`src/rtl/uv_sphere_vertex_generator_defines.svh`:
```
// ----------------------------------------------------------------------------
// uv sphere vertex generator assertion macros
// concurrent checks on clk with rst_n low as disable; empty for synthesis
// ----------------------------------------------------------------------------
`ifndef UV_SPHERE_VERTEX_GENERATOR_DEFINES_SVH
`define UV_SPHERE_VERTEX_GENERATOR_DEFINES_SVH

`ifndef SYNTHESIS
`define UVSG_ASSERT(lbl, prop) \
  lbl: assert property (@(posedge clk) disable iff (!rst_n) prop) \
    else $error("uvsg check failed");
`define UVSG_ASSERT_IMP(lbl, ante, cons) \
  lbl: assert property (@(posedge clk) disable iff (!rst_n) (ante) |-> (cons)) \
    else $error("uvsg check failed");
`else
`define UVSG_ASSERT(lbl, prop)
`define UVSG_ASSERT_IMP(lbl, ante, cons)
`endif

`endif

```
`src/rtl/uvsg_pkg.sv`:
```
// ----------------------------------------------------------------------------
// uvsg_pkg
// shared constants and the cordic arctangent table
// ----------------------------------------------------------------------------
package uvsg_pkg;

  localparam logic [31:0]        PI_Q30   = 32'hC90FDAA2;
  localparam logic signed [31:0] GAIN_Q30 = 32'sh26DD3B6A;

  localparam int DIV_STAGES = 8;

  // angle divider: (rem*pi + den) / (2*den)
  localparam int ZN_W  = 41;
  localparam int ZD_W  = 10;
  localparam int Z_QB  = 31;
  // texture divider: (idx*2^17 + count) / (2*count)
  localparam int TN_W  = 26;
  localparam int TD_W  = 10;
  localparam int T_QB  = 17;

  localparam logic REG_STACK_COUNT = 1'b0;
  localparam logic REG_SLICE_COUNT = 1'b1;

  function automatic logic [31:0] atan_q30(input logic [4:0] k);
    logic [31:0] v;
    case (k)
      5'd0:    v = 32'h3243F6A8;
      5'd1:    v = 32'h1DAC6705;
      5'd2:    v = 32'h0FADBAFC;
      5'd3:    v = 32'h07F56EA6;
      5'd4:    v = 32'h03FEAB76;
      5'd5:    v = 32'h01FFD55B;
      5'd6:    v = 32'h00FFFAAA;
      5'd7:    v = 32'h007FFF55;
      5'd8:    v = 32'h003FFFEA;
      5'd9:    v = 32'h001FFFFD;
      5'd10:   v = 32'h000FFFFF;
      5'd11:   v = 32'h0007FFFF;
      5'd12:   v = 32'h0003FFFF;
      5'd13:   v = 32'h0001FFFF;
      5'd14:   v = 32'h0000FFFF;
      5'd15:   v = 32'h00007FFF;
      5'd16:   v = 32'h00003FFF;
      5'd17:   v = 32'h00001FFF;
      5'd18:   v = 32'h00000FFF;
      5'd19:   v = 32'h000007FF;
      5'd20:   v = 32'h000003FF;
      5'd21:   v = 32'h000001FF;
      5'd22:   v = 32'h000000FF;
      5'd23:   v = 32'h0000007F;
      5'd24:   v = 32'h0000003F;
      5'd25:   v = 32'h0000001F;
      5'd26:   v = 32'h0000000F;
      5'd27:   v = 32'h00000008;
      5'd28:   v = 32'h00000004;
      5'd29:   v = 32'h00000002;
      5'd30:   v = 32'h00000001;
      default: v = 32'h00000000;
    endcase
    return v;
  endfunction

endpackage

```
`src/rtl/uvsg_cordic.sv`:
```
// ----------------------------------------------------------------------------
// uvsg_cordic
// rotation mode cordic, one micro-rotation per pipeline stage, q2.30
// ----------------------------------------------------------------------------
module uvsg_cordic import uvsg_pkg::*; #(
  parameter int STEPS = 16
) (
  input  logic               clk,
  input  logic               en,
  input  logic signed [31:0] z_in,
  output logic signed [31:0] x_out,
  output logic signed [31:0] y_out
);

  logic signed [31:0] x_r [STEPS];
  logic signed [31:0] y_r [STEPS];
  logic signed [31:0] z_r [STEPS];

  for (genvar k = 0; k < STEPS; k++) begin : g_step
    logic signed [31:0] x_i;
    logic signed [31:0] y_i;
    logic signed [31:0] z_i;
    logic signed [31:0] at;

    if (k == 0) begin : g_first
      assign x_i = GAIN_Q30;
      assign y_i = '0;
      assign z_i = z_in;
    end else begin : g_next
      assign x_i = x_r[k-1];
      assign y_i = y_r[k-1];
      assign z_i = z_r[k-1];
    end

    assign at = signed'(atan_q30(5'(k)));

    always_ff @(posedge clk) begin
      if (en) begin
        if (!z_i[31]) begin
          x_r[k] <= x_i - (y_i >>> k);
          y_r[k] <= y_i + (x_i >>> k);
          z_r[k] <= z_i - at;
        end else begin
          x_r[k] <= x_i + (y_i >>> k);
          y_r[k] <= y_i - (x_i >>> k);
          z_r[k] <= z_i + at;
        end
      end
    end
  end

  assign x_out = x_r[STEPS-1];
  assign y_out = y_r[STEPS-1];

endmodule

```
`config.mk`:
```
export PLATFORM = sky130hd
export DESIGN_NAME = uvsg_cordic
export DESIGN_NICKNAME = d
export VERILOG_FILES = /design/src/rtl/uv_sphere_vertex_generator_defines.svh /design/src/rtl/uvsg_pkg.sv /design/src/rtl/uvsg_cordic.sv
export SDC_FILE = /design/constraint.sdc
export NUM_CORES = 2
export LEC_CHECK = 0
export ABC_AREA = 0
export BUFFER_PORTS_ARGS = -buffer_cell sky130_fd_sc_hd__buf_2
export CAP_MARGIN = 20
export CORE_ASPECT_RATIO = 1.25
export CORE_MARGIN = 2
export CORE_UTILIZATION = 35
export CTS_CLUSTER_SIZE = 8
export DETAILED_ROUTE_END_ITERATION = 8
export HOLD_SLACK_MARGIN = 0.1
export PLACE_DENSITY_LB_ADDON = 0.25
export REMOVE_ABC_BUFFERS = 1
export SLEW_MARGIN = 20
export SYNTH_ARGS = -nofsm -noshare
export SYNTH_HDL_FRONTEND = slang
export SYNTH_SLANG_ARGS = --single-unit
```
`constraint.sdc`:
```
create_clock -name clk -period 6.99 [get_ports clk]
set_clock_uncertainty 0.15 [all_clocks]
set_input_delay 0.3495 -clock clk [delete_from_list [all_inputs] [get_ports clk]]
set_output_delay 0.3495 -clock clk [all_outputs]
set_load 0.03 [all_outputs]
```
[Yosys cells after proc, flatten, opt, wreduce, memory -nomap -nowiden]
Memory sizes are Yosys's and may differ from the RTL's.
Index checks and enable logic that the tools add are counted.
Word-level totals
  memories: 3
  bits in read-only memories: 0
  logic and storage cells: 287
  output and inout port bits: 64
  bits in latches: 0
  bits in writable memories: 1536
  flip-flop bits (word level): 0
Memory list
  x_r: depth 16, bits a word 32, read ports 16, clocked after memory_dff 0, write ports 16, line uvsg_cordic.sv:15  | logic signed [31:0] x_r [STEPS];
  y_r: depth 16, bits a word 32, read ports 16, clocked after memory_dff 0, write ports 16, line uvsg_cordic.sv:16  | logic signed [31:0] y_r [STEPS];
  z_r: depth 16, bits a word 32, read ports 15, clocked after memory_dff 0, write ports 16, line uvsg_cordic.sv:17  | logic signed [31:0] z_r [STEPS];
Cells by class
  $add $sub $neg: 92
  order comparisons: 0
  shift-type cells: 0
  equality and inequality tests: 0
  divide/modulo/power cells: 0
  reduce and logical (&&, ||, !) cells: 0
  multipliers: 0
  bitwise gates (word level): 48
  multiplexer cells: 144
Operators with widths (number)
  $mux 32: 48
  $mux 1: 96
  $add 32x17->32: 2
  $add 32x18->32: 2
  $add 32x19->32: 2
  $add 32x20->32: 2
  $add 32x21->32: 2
  $add 32x22->32: 2
  $add 32x23->32: 2
  $add 32x24->32: 2
  $add 32x25->32: 2
  $add 32x26->32: 2
  $add 32x27->32: 2
  $add 32x28->32: 2
  $add 32x29->32: 2
  $add 32x30->32: 2
  $add 32x31->32: 2
  $sub 32x17->32: 2
  $sub 32x18->32: 2
  $sub 32x19->32: 2
  $sub 32x20->32: 2
  $sub 32x21->32: 2
  $sub 32x22->32: 2
  $sub 32x23->32: 2
  other kinds (41): 96

[Depth between registers and ports, before layout]
An unclocked memory read counts as a cell.
  depth after elaboration: 5
  gate-level depth with buffers: 21
  mapped depth without buffers: 21

[Worst setup path before layout]
No wires, ideal clock.
  path kind: input port to flip-flop
  from: input en
  to: memory y_r[4][30] (netlist: y_r[0][158]), data pin
  arrival time: 4.658 ns
  path buffers: 4
  setup slack: 1.924 ns
  library setup time: 0.258 ns
  stages: 19
  cells stage by stage: clkbuf_1 -> clkbuf_1 -> nand2_1 -> inv_1 -> clkbuf_1 -> clkbuf_1 -> nor2_1 -> xnor2_1 -> ha_1 -> a211oi_1 -> o211ai_1 -> a32oi_1 -> a221oi_1 -> o21ai_0 -> nor3_1 -> o31a_1 -> a21o_1 -> a21oi_1 -> xnor2_1
RTL lines
  start, declared: line uvsg_cordic.sv:9  | input logic en,
  end, declared: line uvsg_cordic.sv:16

==> results.sh <==
export IMPL_status="finished, final reports clean"
export IMPL_setup_viol=0
export IMPL_multiInputGateArea_sq_um=75200
export IMPL_htree_levels=4
export IMPL_drt_antenna_violating_nets=0
export IMPL_clk_pin_slew_ps=50
export IMPL_cts_sinks=1386
export IMPL_grt_max_degree=170
export IMPL_syn_avg_cell_area_sq_um=9.63
export IMPL_holdCritPathClass="input pin to flop"
export IMPL_dpl_hpwl_microns=264000
export IMPL_timing_fmax_ghz=0.177
export IMPL_worst_path_max_delay_cell="nor4_1"
export IMPL_core_area_sq_um=339000
export IMPL_grt_pass1_vias=91650
export IMPL_synth_cell_types=92
export IMPL_period_needed_ps=5660
export IMPL_worstPathArrival_ps=6080
export IMPL_layout_commonest_cell="ha_1"
export IMPL_fin_setup_tns_ps=0
export IMPL_num_io_pins=98
export IMPL_synth_warnings=0
export IMPL_tightest_slew_ps=1130
export IMPL_grt_use_total=0.183
export IMPL_ys_seq_area_frac=0.349
export IMPL_rsz0062_at_grt="false"
export IMPL_regToRegStartpoint="x_r[1][14]$_DFFE_PP_"
export IMPL_cp_slowest_stage_delay_ps=520
export IMPL_viasPerCell=5.39
export IMPL_vias=92354
export IMPL_synth_edf_count=1386
export IMPL_port_buffers=97
export IMPL_critPathCapture="y_r[1][62]$_DFFE_PP_"
export IMPL_gp_congestion=0.919
export IMPL_rows=239
export IMPL_cp_top_family="simple AND/OR/NAND/NOR gates"
export IMPL_clkLatencyLatePin_ps=910
export IMPL_post_cts_resized=0
export IMPL_area_delta_synth_final_pct=10.0
export IMPL_dieArea_sq_um=346000
export IMPL_grt_pass1_wl_microns=507000
export IMPL_worstSetupPathType="flop to flop"
export IMPL_seq_area_sq_um=41600
export IMPL_drt_pass1_iterations=6
export IMPL_worstReg2RegEnd="y_r[1][62]$_DFFE_PP_"
export IMPL_die_h_microns=657
export IMPL_syn_inst=12394
export IMPL_synth_top_flop_cell="edfxtp_1"
export IMPL_critical_path_required_ps=7400
export IMPL_drive_gt1_frac=0.0472
export IMPL_reg2regPathDepth=17
export IMPL_drc=0
export IMPL_report_final_slew_viol_count=0
export IMPL_drt_initial_drc_count=4841
export IMPL_antenna_found_initial=2
export IMPL_final_cell_mix="ha_1, edfxtp_1, a21oi_1"
export IMPL_cp_cell_sequence="or3_1 -> or3b_2 -> or3_1 -> or2_2 -> nor4_1 -> a21oi_1 -> xnor2_1 -> ha_1 -> a21o_1 -> a21o_1 -> a21oi_1 -> o21ai_0 -> a221oi_1 -> o21ai_0 -> a211oi_1 -> o21bai_1 -> xor2_1"
export IMPL_crit_buf_inv=0
export IMPL_nFillCells=34015
export IMPL_cts_buffers=200
export IMPL_relSlewSlack=0.247
export IMPL_max_clock_path_buffers=4
export IMPL_routedWlPerCell_microns=19.1
export IMPL_cp_depth=17
export IMPL_design_area_sq_um=131000
export IMPL_fp_dieW_microns=526
export IMPL_crit_start="x_r[1][14]$_DFFE_PP_"
export IMPL_cts_hold_fix_buffers=45
export IMPL_syn_cell_area_sq_um=119000
export IMPL_post_cts_buffers=0
export IMPL_fin_crit_sh=0.810
export IMPL_cp_start_kind="flop"
export IMPL_postPlaceCellArea_sq_um=125000
export IMPL_start_util=0.352
export IMPL_async_flop_share=0
export IMPL_worstPathMaxFanout=6
export IMPL_max_cap_violations=0
export IMPL_ys_seq_elements=1386
export IMPL_drt_total_wl_microns=327000
export IMPL_r2r_setup_slack_ps=1330
export IMPL_cts_root_buf="clkbuf_16"
export IMPL_hold_viol=0
export IMPL_nets=14149
export IMPL_cp_end_kind="flop"
export IMPL_grt_overflow=0
export IMPL_tritoncts="yes"
[worst min-delay path by stage]
stage                                  to  depth (start not counted)                 start
floorplan           z_r[0][128]$_DFFE_PP_                          0  z_r[0][96]$_DFFE_PP_
global placement     z_r[0][65]$_DFFE_PP_                          0  z_r[0][33]$_DFFE_PP_
detailed placement   z_r[0][64]$_DFFE_PP_                          0  z_r[0][32]$_DFFE_PP_
CTS                  z_r[0][22]$_DFFE_PP_                          3              z_in[22]
global route         z_r[0][22]$_DFFE_PP_                          3              z_in[22]
finish               z_r[0][22]$_DFFE_PP_                          3              z_in[22]
[layer usage]
metal,track usage,wire length (microns),vias up
met4,0.102,20300,0
met3,0.0193,8990,682
met5,0,0,-
li1,-,-,46830
met1,0.185,121000,43241
met2,0.362,176000,1601
[area by class of cell]
cell class / count / area share
tap: 4458 / 0.0425
clock buffer: 219 / 0.0388
timing repair buffer: 234 / 0.0129
inverter: 457 / 0.0131
clock inverter: 21 / 0.00233
sequential: 1386 / 0.317
antenna: 2 / 0.0000381
multi-input combinational: 10353 / 0.573
[flip-flops by register name, summed over array words and instances, names as in the netlist]
name,count
y_r,481
x_r,456
z_r,449
[synth_stat cells (all sizes together) (18+ instances only)]
cell type | instances | share of area
inv | 453 | 0.014
buf | 40 | 0.0013
or4 | 40 | 0.0025
or3 | 103 | 0.0054
clkbuf | 158 | 0.0050
a21boi | 36 | 0.0023
and2 | 52 | 0.0027
nor4 | 93 | 0.0050
a211oi | 160 | 0.010
and4 | 24 | 0.0018
or2 | 60 | 0.0031
nor2 | 967 | 0.030
a21oi | 1254 | 0.053
o211ai | 51 | 0.0032
nand3 | 215 | 0.0090
o22ai | 18 | 0.00094
nor2b | 141 | 0.0074
a221oi | 28 | 0.0021
o21ai | 701 | 0.029
ha | 1437 | 0.15
o41ai | 57 | 0.0043
a31o | 38 | 0.0028
a211o | 52 | 0.0038
edfxtp | 1386 | 0.35
xnor2 | 1135 | 0.083
a31oi | 115 | 0.0060
nand2 | 677 | 0.021
a21o | 543 | 0.034
xor2 | 591 | 0.043
nand2b | 205 | 0.011
o21a | 214 | 0.013
fa | 46 | 0.0077
nor3b | 26 | 0.0017
mux2 | 50 | 0.0047
o21bai | 139 | 0.0087
o2111ai | 28 | 0.0021
o31ai | 142 | 0.0089
a2111oi | 31 | 0.0024
nor3 | 308 | 0.013
a41oi | 28 | 0.0021
mux2i | 62 | 0.0052
nand3b | 26 | 0.0016
and3 | 130 | 0.0068
o31a | 34 | 0.0025
nand4 | 104 | 0.0055
[through the flow]
step,worst slack (ps),hold slack (ps),util,std cells
2_1_floorplan,1440,250,-,12196
3_3_place_gp,1240,252,0.370,16843
3_5_place_dp,1310,256,0.370,16843
4_1_cts,1390,103,0.387,17128
5_1_grt,967,124,0.387,17129
6_report,1330,152,0.387,17130
[tightest hold or removal path, cell delays in order]
cell,delay [ps]
buf_2,200
ha_1,250
xnor2_1,190
[kinds of logic after synthesis]
kind of cell	after synthesis	share of synthesized area
AND/OR/NAND/NOR	3216	0.132
buffers and inverters	655	0.0207
XOR/XNOR	1726	0.127
flip-flops	1386	0.349
AO/OA/AOI/OAI	3816	0.204
multiplexers	112	0.00995
adder cells (fa/ha/maj)	1483	0.158
Power is not shown: default switching activity piles up to over one toggle a cycle in this logic, so the estimate is an artifact.
