**src/rtl/uv_sphere_vertex_generator_defines.svh**
```systemverilog
// ----------------------------------------------------------------------------
// uv sphere vertex generator assertion macros
// concurrent checks on clk with rst_n low as disable; empty for synthesis
// ----------------------------------------------------------------------------
`ifndef UV_SPHERE_VERTEX_GENERATOR_DEFINES_SVH
`define UV_SPHERE_VERTEX_GENERATOR_DEFINES_SVH

`ifndef SYNTHESIS
`define UVSG_ASSERT(lbl, prop) \
  lbl: assert property (@(posedge clk) disable iff (!rst_n) prop) \
    else $error("uvsg check failed");
`define UVSG_ASSERT_IMP(lbl, ante, cons) \
  lbl: assert property (@(posedge clk) disable iff (!rst_n) (ante) |-> (cons)) \
    else $error("uvsg check failed");
`else
`define UVSG_ASSERT(lbl, prop)
`define UVSG_ASSERT_IMP(lbl, ante, cons)
`endif

`endif

```
**src/rtl/uvsg_pkg.sv**
```systemverilog
// ----------------------------------------------------------------------------
// uvsg_pkg
// shared constants and the cordic arctangent table
// ----------------------------------------------------------------------------
package uvsg_pkg;

  localparam logic [31:0]        PI_Q30   = 32'hC90FDAA2;
  localparam logic signed [31:0] GAIN_Q30 = 32'sh26DD3B6A;

  localparam int DIV_STAGES = 8;

  // angle divider: (rem*pi + den) / (2*den)
  localparam int ZN_W  = 41;
  localparam int ZD_W  = 10;
  localparam int Z_QB  = 31;
  // texture divider: (idx*2^17 + count) / (2*count)
  localparam int TN_W  = 26;
  localparam int TD_W  = 10;
  localparam int T_QB  = 17;

  localparam logic REG_STACK_COUNT = 1'b0;
  localparam logic REG_SLICE_COUNT = 1'b1;

  function automatic logic [31:0] atan_q30(input logic [4:0] k);
    logic [31:0] v;
    case (k)
      5'd0:    v = 32'h3243F6A8;
      5'd1:    v = 32'h1DAC6705;
      5'd2:    v = 32'h0FADBAFC;
      5'd3:    v = 32'h07F56EA6;
      5'd4:    v = 32'h03FEAB76;
      5'd5:    v = 32'h01FFD55B;
      5'd6:    v = 32'h00FFFAAA;
      5'd7:    v = 32'h007FFF55;
      5'd8:    v = 32'h003FFFEA;
      5'd9:    v = 32'h001FFFFD;
      5'd10:   v = 32'h000FFFFF;
      5'd11:   v = 32'h0007FFFF;
      5'd12:   v = 32'h0003FFFF;
      5'd13:   v = 32'h0001FFFF;
      5'd14:   v = 32'h0000FFFF;
      5'd15:   v = 32'h00007FFF;
      5'd16:   v = 32'h00003FFF;
      5'd17:   v = 32'h00001FFF;
      5'd18:   v = 32'h00000FFF;
      5'd19:   v = 32'h000007FF;
      5'd20:   v = 32'h000003FF;
      5'd21:   v = 32'h000001FF;
      5'd22:   v = 32'h000000FF;
      5'd23:   v = 32'h0000007F;
      5'd24:   v = 32'h0000003F;
      5'd25:   v = 32'h0000001F;
      5'd26:   v = 32'h0000000F;
      5'd27:   v = 32'h00000008;
      5'd28:   v = 32'h00000004;
      5'd29:   v = 32'h00000002;
      5'd30:   v = 32'h00000001;
      default: v = 32'h00000000;
    endcase
    return v;
  endfunction

endpackage

```
**src/rtl/uvsg_div.sv**
```systemverilog
// ----------------------------------------------------------------------------
// uvsg_div
// pipelined restoring divider, ceil(QB/STAGES) quotient bits per stage
// ----------------------------------------------------------------------------
module uvsg_div import uvsg_pkg::*; #(
  parameter int NW     = 41,
  parameter int DW     = 10,
  parameter int QB     = 31,
  parameter int STAGES = 8
) (
  input  logic          clk,
  input  logic          en,
  input  logic [NW-1:0] num,
  input  logic [DW-1:0] den,
  output logic [QB-1:0] quo
);

  localparam int SPS = (QB + STAGES - 1) / STAGES;
  localparam int QS  = SPS * STAGES;

  logic [DW-1:0] rem_r [STAGES];
  logic [QS-1:0] lo_r  [STAGES];
  logic [QS-1:0] quo_r [STAGES];
  logic [DW-1:0] den_r [STAGES];

  for (genvar s = 0; s < STAGES; s++) begin : g_stage
    logic [DW-1:0] rem_i;
    logic [DW-1:0] den_i;
    logic [QS-1:0] lo_i;
    logic [QS-1:0] quo_i;
    logic [DW-1:0] rem_nxt;
    logic [QS-1:0] lo_nxt;
    logic [QS-1:0] quo_nxt;
    logic [DW:0]   t_v;

    if (s == 0) begin : g_first
      assign rem_i = DW'(num[NW-1:QS]);
      assign lo_i  = num[QS-1:0];
      assign quo_i = '0;
      assign den_i = den;
    end else begin : g_next
      assign rem_i = rem_r[s-1];
      assign lo_i  = lo_r[s-1];
      assign quo_i = quo_r[s-1];
      assign den_i = den_r[s-1];
    end

    always_comb begin
      rem_nxt = rem_i;
      lo_nxt  = lo_i;
      quo_nxt = quo_i;
      t_v     = '0;
      for (int b = 0; b < SPS; b++) begin
        t_v    = {rem_nxt, lo_nxt[QS-1]};
        lo_nxt = {lo_nxt[QS-2:0], 1'b0};
        if (t_v >= {1'b0, den_i}) begin
          t_v     = t_v - {1'b0, den_i};
          quo_nxt = {quo_nxt[QS-2:0], 1'b1};
        end else begin
          quo_nxt = {quo_nxt[QS-2:0], 1'b0};
        end
        rem_nxt = t_v[DW-1:0];
      end
    end

    always_ff @(posedge clk) begin
      if (en) begin
        rem_r[s] <= rem_nxt;
        lo_r[s]  <= lo_nxt;
        quo_r[s] <= quo_nxt;
        den_r[s] <= den_i;
      end
    end
  end

  assign quo = quo_r[STAGES-1][QB-1:0];

endmodule

```
**config.mk**
```make
export PLATFORM = sky130hd
export DESIGN_NAME = uvsg_div
export DESIGN_NICKNAME = d
export VERILOG_FILES = /design/src/rtl/uv_sphere_vertex_generator_defines.svh /design/src/rtl/uvsg_pkg.sv /design/src/rtl/uvsg_div.sv
export SDC_FILE = /design/constraint.sdc
export NUM_CORES = 1
export LEC_CHECK = 0
export ABC_CLOCK_PERIOD_IN_PS = 24700
export BUFFER_PORTS_ARGS = -buffer_cell sky130_fd_sc_hd__buf_2
export CELL_PAD_IN_SITES_DETAIL_PLACEMENT = 2
export CELL_PAD_IN_SITES_GLOBAL_PLACEMENT = 2
export CORE_UTILIZATION = 30
export CTS_BUF_LIST = sky130_fd_sc_hd__clkbuf_16
export CTS_CLUSTER_SIZE = 25
export DETAILED_ROUTE_END_ITERATION = 8
export HOLD_SLACK_MARGIN = 0.03
export PLACE_DENSITY = 0.67
export SYNTH_ARGS = -nofsm -noshare
export SYNTH_HDL_FRONTEND = slang
export SYNTH_SLANG_ARGS = --single-unit
```
**constraint.sdc**
```tcl
create_clock -name clk -period 24.7 [get_ports clk]
set_clock_uncertainty 0.15 [all_clocks]
set_input_delay 1.235 -clock clk [delete_from_list [all_inputs] [get_ports clk]]
set_output_delay 1.235 -clock clk [all_outputs]
set_load 0.02 [all_outputs]
```
# --- Word level (Yosys, flattened, before mapping) ---
# Memories as Yosys holds them, arrays and structs flattened.
# Cells that the tools add are included.
word_totals:
  memories: 4
  input_bits: 53
  output_inout_bits: 31
  word_cells: 134
  reg_bits: 0
  ram_bits: 640
op_classes:
  n_mux: 66
  n_lt_le_gt_ge: 32
  addsub: 32
memory_table:
  columns: ["memory", "words", "word_bits", "read_ports", "rd_clocked_by_memory_dff", "write_ports", "line", "text"]
  rows:
  - ["quo_r", 8, 32, 8, 0, 8, "uvsg_div.sv:23", "logic [QS-1:0] quo_r [STAGES];"]
  - ["lo_r", 8, 28, 7, 0, 8, "uvsg_div.sv:22", "logic [QS-1:0] lo_r [STAGES];"]
  - ["den_r", 8, 10, 7, 0, 8, "uvsg_div.sv:24", "logic [DW-1:0] den_r [STAGES];"]
  - ["rem_r", 8, 10, 7, 0, 8, "uvsg_div.sv:21", "logic [DW-1:0] rem_r [STAGES];"]
op_table:
  columns: ["op", "count"]
  rows:
  - ["$ge A11 B10 Y1", 31]
  - ["$mux W10", 32]
  - ["$sub A10 B10 Y10", 32]
  - ["$mux W1", 34]
  - ["$ge A10 B10 Y1", 1]

# --- Longest topological paths before layout ---
# Gate-level depths: netlist of the first run.
# An unclocked memory read counts as a cell.
logic_depth:
  depth_word: 9
  ltp_mapped: 46
  ltp_nobuf: 42

# --- Worst setup path before layout of the first run ---
# OpenSTA, ideal clock, no wires.
synth_timing:
  kind: "input port to flip-flop"
  from: "in num[31]"
  to: "mem rem_r[0][2], data pin"
  slack_ns: 15.201
  cell_stages: 44
  t_arrival_ns: 9.089
  n_path_buf: 4
  setup_time_ns: 0.260
  t_required_ns: 24.290
  path_cell_list: "inv_1 -> ha_1 -> inv_1 -> fa_1 -> a211oi_1 -> o21ai_1 -> a311oi_2 -> nor2_1 -> mux2_2 -> ha_1 -> or2_2 -> a21oi_1 -> a31oi_1 -> nand4_1 -> nand3_1 -> nand2b_1 -> clkbuf_1 -> o21ai_0 -> [8 not listed] -> o311a_1 -> buf_4 -> buf_2 -> nor2_1 -> a21oi_1 -> inv_1 -> ha_1 -> nor2b_1 -> o21ai_0 -> a21boi_0 -> o21ai_0 -> a2111oi_0 -> o21a_1 -> nor2_1 -> nand2b_1 -> and3_1 -> buf_6 -> mux2_2"
synth_lines:
  columns: ["element", "line", "text"]
  rows:
  - ["from (decl)", "uvsg_div.sv:13", "input logic [NW-1:0] num,"]
  - ["to (decl)", "uvsg_div.sv:21", null]

==> flow_summary.ini, run 1 <==
[outcome]
status = finished clean

[critical_path]
r2r_slack_ps = 13370
path_buf_inv = 5
crit-reg2reg-launch = den_r[3][1]
critical_path_cell_count = 40
rr_endpoint = rem_r[4][3]
crit_path_start = den_r[3][1]
start_kind = flop
critPathTopFamily = compound AO/OA/AOI/OAI gates
arrival_ps = 11550
path_max_fanout = 16
critical_path.endpoint = rem_r[4][3]
criticalPathCategory = reg -> reg
cpMostUsedCell = sky130_fd_sc_hd__a21oi_1
crit_required_ps = 24920
crit_path_max_incr_delay_ps = 730
timing.reg2reg.worst_path_depth = 40
worst_setup_path_end_kind = flop
crit_path_top_delay_cell = sky130_fd_sc_hd__nor4b_4

[yosys]
asyncSetResetFlopFracSynth_pct = 0
synth-seq-area-share_pct = 40.1
postSynthCellCount = 2796
post_synth_fa_ha_maj_area_fraction_pct = 15.9
dominant_register_cell_in_the_synthesized_netlist = sky130_fd_sc_hd__edfxtp_1
synth_area_sq_um = 29000
post_synth_main_area_contributors = sky130_fd_sc_hd__edfxtp_1, sky130_fd_sc_hd__ha_1, sky130_fd_sc_hd__xnor2_1
synth_top_area_share_pct = 40.1
netlist_top_cells_count = sky130_fd_sc_hd__edfxtp_1, sky130_fd_sc_hd__ha_1, sky130_fd_sc_hd__inv_1, sky130_fd_sc_hd__nor2_1, sky130_fd_sc_hd__a21oi_1
synth_cell_types = 81
synth_edf_count = 388
synth_top_family_by_area = compound AO/OA/AOI/OAI gates
post-synth-top-count-cell = sky130_fd_sc_hd__edfxtp_1
synthXorXnorAreaFrac_pct = 6.15
synth_simple_gate_area_share_pct = 12.2
synth_area_leader_cell = sky130_fd_sc_hd__edfxtp_1
postSynthAreaPerCell_sq_um = 10.4
ys_seq_elements = 388
synth_mux_area_share_pct = 5.34
synth-compound-area-share_pct = 16.7
warnings_synthesis = 0
synth.net_count = 3200

[run]
maxCapViolations = 0

[clock_tree]
holdBufCountCts = 0
cts-root-buf = sky130_fd_sc_hd__clkbuf_16
cts_sinks = 388
clkSlewWorstSetupHoldPaths_ps = 60
ctsHtreeMaxLevel = 2
cts-root-to-sink-buffers = 3
cts_resized = 0
tritoncts = done
numCtsBuffers = 50
clock_insertion_delay_worst_skew_ps = 620
cts.repair_timing.setup_buffer_count = 0

[global_routing]
maximum_number_of_pins_on_one_net_before_global_route_repair = 113
gr-usage-all-layers_pct = 17.5
global_route.overflow_total = 0
number_of_antenna_violations_at_the_first_check_in_global_routing = 3
first_pass_grt_wire_length_um = 137000
first_global_vias = 24500

[timing]
slew_viol_final = 0
timing_worst_slew_pin_value_ps = 1150
fmax_mhz = 88.3
finalHoldViolCount = 0
sum_of_negative_setup_slack_ps = 0
setup_viol_count_final = 0
post-route-period-util_pct = 45.9
slew_headroom_pct = 23.4
min_period_ps = 11330
grt_setup_unrepaired = false

[place]
detail_placement_hpwl_um = 68600
i_o_buffers = 83
gp_congestion = 0.833
place_area_sq_um = 31000

[detailed_routing]
route.vias.total = 22100
drt_first_pass_iters = 5
final_antenna_net_count = 0
drt_first_iter_violations = 814
route.final.wire_length_um = 86400
detail_route.vias_per_cell = 5.26
number_of_design_rule_violations_left_after_detail_routing = 0
post_drt_wl_per_cell_um = 20.5

[floorplanning]
io-pin-count = 84
starting_density_of_the_core_pct = 30.4
fp.coreArea_sq_um = 95400
die_h_um = 313
floorplan.die_area_sq_um = 98100
dieWidth_um = 313
num_rows = 113

[final_layout]
num-fill-cells = 10400
design_area_sq_um = 32700
synthToLayoutAreaGrowth_pct = 12.6
layout-drive-gt1-share_pct = 10.4
final_nets = 3306

[worst_hold_path]
min_path_type = reg -> reg
-- cell usage in the layout, fill, tap and decap left out, drive strengths merged, types with 48 or more instances in the layout --
master / count
nand2: 158
nor2: 193
ha: 320
nor2b: 78
xnor2: 132
o21a: 50
nor3: 53
edfxtp: 388
a21oi: 185
mux2i: 48
buf: 96
o21ai: 185
xor2: 72
inv: 233
clkbuf: 50
a21o: 100
nand4: 53
nand2b: 53
mux2: 93
-- sequential cells by signal (all words and copies together) (netlist names) --
signal	count
lo_r	112
rem_r	70
den_r	70
quo_r	136
-- layout make-up --
| type | count | area, sq um | share of cell area, % |
|---|---|---|---|
| tap | 1265 | 1580 | 4.84 |
| clock inverter | 44 | 497 | 1.52 |
| timing repair buffer | 96 | 523 | 1.60 |
| inverter | 224 | 841 | 2.57 |
| multi-input combinational | 2142 | 16400 | 50.0 |
| clock buffer | 50 | 1250 | 3.82 |
| antenna | 2 | 5.00 | 0.0153 |
| sequential | 388 | 11700 | 35.6 |
-- worst register-to-register path, delay by kind of cell, from the launching register on --
family,cells,cell delay (ps)
AO/OA/AOI/OAI,19,5470
adder cells (fa/ha/maj),4,1220
buffers and inverters,5,800
flip-flops,1,510
multiplexers,1,390
AND/OR/NAND/NOR,11,2520
-- layer usage --
metal  global-route usage [%]  share of wire, %
met5                        0             0.014
met4                     5.21               2.7
met3                     2.49               2.8
met2                     31.1                50
met1                     21.9                45
-- kinds of logic (layout without fill, tap and decap cells) --
logic type | after synthesis | count (layout)
xor gates and xnor gates | 204 | 204
muxes | 141 | 141
DFF | 388 | 388
and+or+nand+nor | 707 | 707
other | 0 | 2
AOI/OAI and AO/OA | 739 | 739
buffers and inverters | 266 | 414
adders and majority gates | 351 | 351
-- per-stage QoR --
stage	setup slack [ps]	hold WS, ps	util (%)	cells
floorplan	15200	250	-	2796
global placement	13220	251	32.4	4115
detailed placement	12910	255	32.4	4115
CTS	12850	269	34.3	4209
global route	12550	268	34.3	4209
finish	13370	265	34.3	4211
-- worst min-delay path by stage --
stage	cells after the start	to	slack, ps	startpoint
after floorplan	0	lo_r[1][10]	250	lo_r[0][6]
after global placement	0	lo_r[2][9]	250	lo_r[1][5]
after detailed placement	0	quo_r[0][100]	260	quo_r[0][64]
after CTS	0	quo_r[1][80]	270	quo_r[1][44]
after global routing	0	quo_r[1][69]	270	quo_r[1][33]
final	0	lo_r[1][14]	260	lo_r[0][10]
Power of run 1 is left out: the tool's default activity adds up to more than one toggle a clock period on the data nets, which glitch-free logic cannot reach.
==> inputs of run 2 (changes only) <==
- ABC_CLOCK_PERIOD_IN_PS: 24700 -> 10950
- clock period: 24.7 -> 10.95 ns (I/O delays scaled with it)
==> run 2 against run 1 <==
Cell count up 1.3%; flip-flop and latch count unchanged; die area unchanged.
==> flow_summary.ini, run 2 (synthesized netlist as in run 1, its figures left out) <==
[final_layout]
final_common_cell = sky130_fd_sc_hd__edfxtp_1
final_nets = 3363
largest_register = quo_r
layout-drive-gt1-share_pct = 11.2
registers_with_the_highest_flip_flop_counts = quo_r x136, lo_r x112
layout.area.seq_sq_um = 11700
largest_register_ff_count = 136
layout.cells.non_filler = 4265
top_library_cells_by_usage_in_the_layout_fill_and_taps_aside = sky130_fd_sc_hd__edfxtp_1, sky130_fd_sc_hd__ha_1, sky130_fd_sc_hd__inv_1
multi_input_comb_area_sq_um = 16400
synthToLayoutAreaGrowth_pct = 14.3
num-fill-cells = 10400

[detailed_routing]
drt_first_iter_violations = 793
drt_first_pass_iters = 5
detail_route.vias_per_cell = 5.20
final_antenna_net_count = 0
route.vias.total = 22200
post_drt_wl_per_cell_um = 20.9
route.final.wire_length_um = 89300
number_of_design_rule_violations_left_after_detail_routing = 0

[floorplanning]
starting_density_of_the_core_pct = 30.4
floorplan.die_area_sq_um = 98100
io-pin-count = 84
die_h_um = 313
num_rows = 113
dieWidth_um = 313
fp.coreArea_sq_um = 95400

[clock_tree]
cts-root-to-sink-buffers = 3
ctsHtreeMaxLevel = 2
cts-root-buf = sky130_fd_sc_hd__clkbuf_16
clock_insertion_delay_worst_skew_ps = 640
tritoncts = done
clkSlewWorstSetupHoldPaths_ps = 60
numCtsBuffers = 49
cts_sinks = 388

[global_routing]
first_global_vias = 24700
number_of_antenna_violations_at_the_first_check_in_global_routing = 1
first_pass_grt_wire_length_um = 141000
global_route.overflow_total = 0
gr-usage-all-layers_pct = 18.1
maximum_number_of_pins_on_one_net_before_global_route_repair = 163

[timing]
fmax_mhz = 97.8
setup_viol_count_final = 0
slew_viol_final = 0
finalHoldViolCount = 0
min_period_ps = 10220
post-route-period-util_pct = 93.3
slew_headroom_pct = 26.9
timing_worst_slew_pin_value_ps = 1100
grt_setup_unrepaired = false

[worst_hold_path]
min_path_type = in -> reg
min-delay-start = num[28]

[run]
maxCapViolations = 0

[critical_path]
crit_path_start = den_r[1][1]
criticalPathCategory = reg -> reg
cpMostUsedCell = sky130_fd_sc_hd__ha_1
crit_path_top_delay_cell = sky130_fd_sc_hd__edfxtp_1
crit-reg2reg-launch = den_r[1][1]
arrival_ps = 10440
worst_setup_path_end_kind = flop
crit_required_ps = 11170
start_kind = flop
crit_path_max_incr_delay_ps = 550
path_max_fanout = 19

[outcome]
status = finished clean

[place]
detail_placement_hpwl_um = 70600
gp_congestion = 0.883
i_o_buffers = 83
post-place-cells = 4134
-- run 2: worst max-delay path, delay by kind of cell (launching register included) --
kind	cells	cell delay (ps)
adders and majority gates	4	1430
muxes	3	1120
DFF	1	550
buffers and inverters	3	470
and+or+nand+nor	8	1740
AOI/OAI and AO/OA	16	4500
-- run 2: path summary, 6_finish.rpt --
path	slack, ps	end	cells after the start
worst max-delay path	730	rem_r[2][8]	34
worst min-delay path	190	rem_r[0][0]	3
worst max register to register	730	rem_r[2][8]	34
worst min register to register	260	lo_r[2][23]	0
-- run 2: area by class of cell --
class                           instances  share of cell area, %
Sequential cell                       388                   35.1
Inverter                              224                   2.53
Tap cell                             1265                   4.77
Multi-Input combinational cell       2142                   49.4
Timing Repair Buffer                  154                   3.20
Antenna cell                            1                0.00754
Clock inverter                         42                   1.24
Clock buffer                           49                   3.69
-- run 2: through the flow --
stage / setup TNS, ps / cell area [sq um] / hold slack, ps / util [%] / setup WS, ps
floorplan: 0 / 29000 / 250 / - / 1580
detailed placement: -78.0 / 31100 / 255 / 32.6 / -41.6
CTS: 0 / 33100 / 136 / 34.7 / 90.5
finish: 0 / 33200 / 186 / 34.8 / 730
global route: 0 / 33200 / 157 / 34.8 / 11.4
global placement: 0 / 31100 / 252 / 32.6 / 445
-- run 2: routing by layer --
layer	routed length, um	share of wire, %	vias to the layer above	track usage, %
li1	-	-	10700	-
met1	41000	46	11100	23.0
met2	44300	50	208	32.3
met3	1860	2.1	113	1.86
met4	2130	2.4	0	5.24
met5	0	0	-	0
-- run 2: what timing repair did --
action                                 in CTS  in global routing
gates cloned                                0                  0
hold buffers                               37                  0
gates resized for setup                     1                 16
buffers inserted                            0                  2
endpoints found under the hold margin      37                  0
setup endpoints to repair                   4                 44
Power of run 2 is left out for the same reason.
==> inputs of run 3 (changes only) <==
- CELL_PAD_IN_SITES_DETAIL_PLACEMENT: 2 -> not set
- CELL_PAD_IN_SITES_GLOBAL_PLACEMENT: 2 -> not set
- PLACE_DENSITY: 0.67 -> 0.5
- REMOVE_ABC_BUFFERS: not set -> 1
==> run 3 against run 2 <==
Design area fell by 0.24%; sequential share of layout area rose by 0.086 points; clock-buffer cell count fell by 2; fmax rose by 1.4%.
==> flow_summary.ini, run 3 (synthesized netlist as in run 1, its figures left out) <==
[final_layout]
synthToLayoutAreaGrowth_pct = 14.0
top_library_cells_by_usage_in_the_layout_fill_and_taps_aside = sky130_fd_sc_hd__edfxtp_1, sky130_fd_sc_hd__ha_1, sky130_fd_sc_hd__inv_1
final_nets = 3359
largest_register = quo_r
largest_register_ff_count = 136
layout-drive-gt1-share_pct = 10.8
multi_input_comb_area_sq_um = 16400
final_common_cell = sky130_fd_sc_hd__edfxtp_1
layout.area.seq_sq_um = 11700
antenna_cells = 0
registers_with_the_highest_flip_flop_counts = quo_r x136, lo_r x112
num-fill-cells = 9567
final_util_pct = 34.7

[timing]
setup_viol_count_final = 0
min_period_ps = 10080
timing_worst_slew_pin_value_ps = 1030
slew_headroom_pct = 31.1
finalHoldViolCount = 0
grt_setup_unrepaired = false
fmax_mhz = 99.2
slew_viol_final = 0
hold-worst-slack_ps = 71.2
post-route-period-util_pct = 92.1

[global_routing]
first_global_vias = 20500
global_route.overflow_total = 0
first_pass_grt_wire_length_um = 113000
number_of_antenna_violations_at_the_first_check_in_global_routing = 1
maximum_number_of_pins_on_one_net_before_global_route_repair = 163
gr-usage-all-layers_pct = 14.4

[detailed_routing]
final_antenna_net_count = 0
route.final.wire_length_um = 71500
detail_route.vias_per_cell = 5.01
drt_first_iter_violations = 1324
number_of_design_rule_violations_left_after_detail_routing = 0
route.vias.total = 21300
drt_first_pass_iters = 6
post_drt_wl_per_cell_um = 16.8

[floorplanning]
starting_density_of_the_core_pct = 30.4
dieWidth_um = 313
num_rows = 113
fp.coreArea_sq_um = 95400
die_h_um = 313
floorplan.die_area_sq_um = 98100
io-pin-count = 84

[clock_tree]
tritoncts = done
cts-root-to-sink-buffers = 3
ctsHtreeMaxLevel = 2
clock_insertion_delay_worst_skew_ps = 620
numCtsBuffers = 47
cts_sinks = 388
cts-root-buf = sky130_fd_sc_hd__clkbuf_16
clkSlewWorstSetupHoldPaths_ps = 60

[worst_hold_path]
min-delay-start = den[0]
hold_path_depth = 1
min_delay_worst_endpoint = den_r[0][0]
min_path_type = in -> reg

[critical_path]
arrival_ps = 10280
path_max_fanout = 18
start_kind = flop
path_buf_inv = 3
worst_setup_path_end_kind = flop
rr_endpoint = rem_r[5][1]
r2r_slack_ps = 870
crit_path_top_delay_cell = sky130_fd_sc_hd__or4b_1
crit-reg2reg-launch = den_r[4][1]
criticalPathCategory = reg -> reg
crit_path_max_incr_delay_ps = 720
crit_required_ps = 11150
timing.reg2reg.worst_path_depth = 36
critPathTopFamily = compound AO/OA/AOI/OAI gates

[place]
gp_congestion = 0.856
detail_placement_hpwl_um = 54100
i_o_buffers = 83

[run]
maxCapViolations = 0

[outcome]
status = finished clean
-- run 3: cell types whose count changed in the layout (fill, tap and decap cells not counted), sizes merged --
cell,change
clkbuf,-2
inv,-1
clkinvlp,+1
clkinv,-8
buf,-1
dlygate4sd3,-1
bufinv,+2
diode,-1
-- run 3: how the worst max path moves through the flow --
| stage | start | cells past startpoint | endpoint | slack (ps) |
|---|---|---|---|---|
| 2_1_floorplan | den_r[3][1] | 38 | rem_r[4][3] | 1400 |
| 3_3_place_gp | den_r[1][1] | 34 | rem_r[2][8] | -90 |
| 3_5_place_dp | den_r[1][1] | 34 | rem_r[2][8] | -4 |
| 4_1_cts | den_r[1][1] | 35 | rem_r[2][1] | 130 |
| 5_1_grt | den_r[1][1] | 37 | rem_r[2][1] | 20 |
| 6_report | den_r[4][1] | 36 | rem_r[5][1] | 870 |
-- run 3: area by class of cell --
cell class | instances | area share [%]
clock buffers | 47 | 3.55
inverters | 224 | 2.54
repair buffers | 152 | 3.16
clock inverters | 36 | 1.32
well taps | 1265 | 4.78
flip-flops and latches | 388 | 35.2
multi-input cells | 2142 | 49.5
-- run 3: repair_timing --
action | in CTS | in global routing
gates resized for setup | 1 | 3
endpoints found under the setup margin | 2 | 14
buffers inserted | 0 | 5
hold endpoints to repair | 36 | 0
hold buffers | 36 | 0
-- run 3: routing by layer --
layer  GRT usage (%)  wire length (um)  up-vias
met5               0                 0        -
met4            4.14              1780        0
met3            1.98              2870      106
met2            23.3             32500      404
met1            20.0             34300    10000
li1                -                 -    10800
-- run 3: metrics by stage --
stage	instance area (sq um)	setup TNS, ps	worst slack [ps]	cells
2_1_floorplan	28900	0	1400	2754
3_3_place_gp	31100	-170	-89.8	4130
3_5_place_dp	31100	-4.18	-4.18	4130
4_1_cts	33100	0	127	4249
5_1_grt	33100	0	18.9	4254
6_report	33100	0	868	4254
Power of run 3 is left out for the same reason.
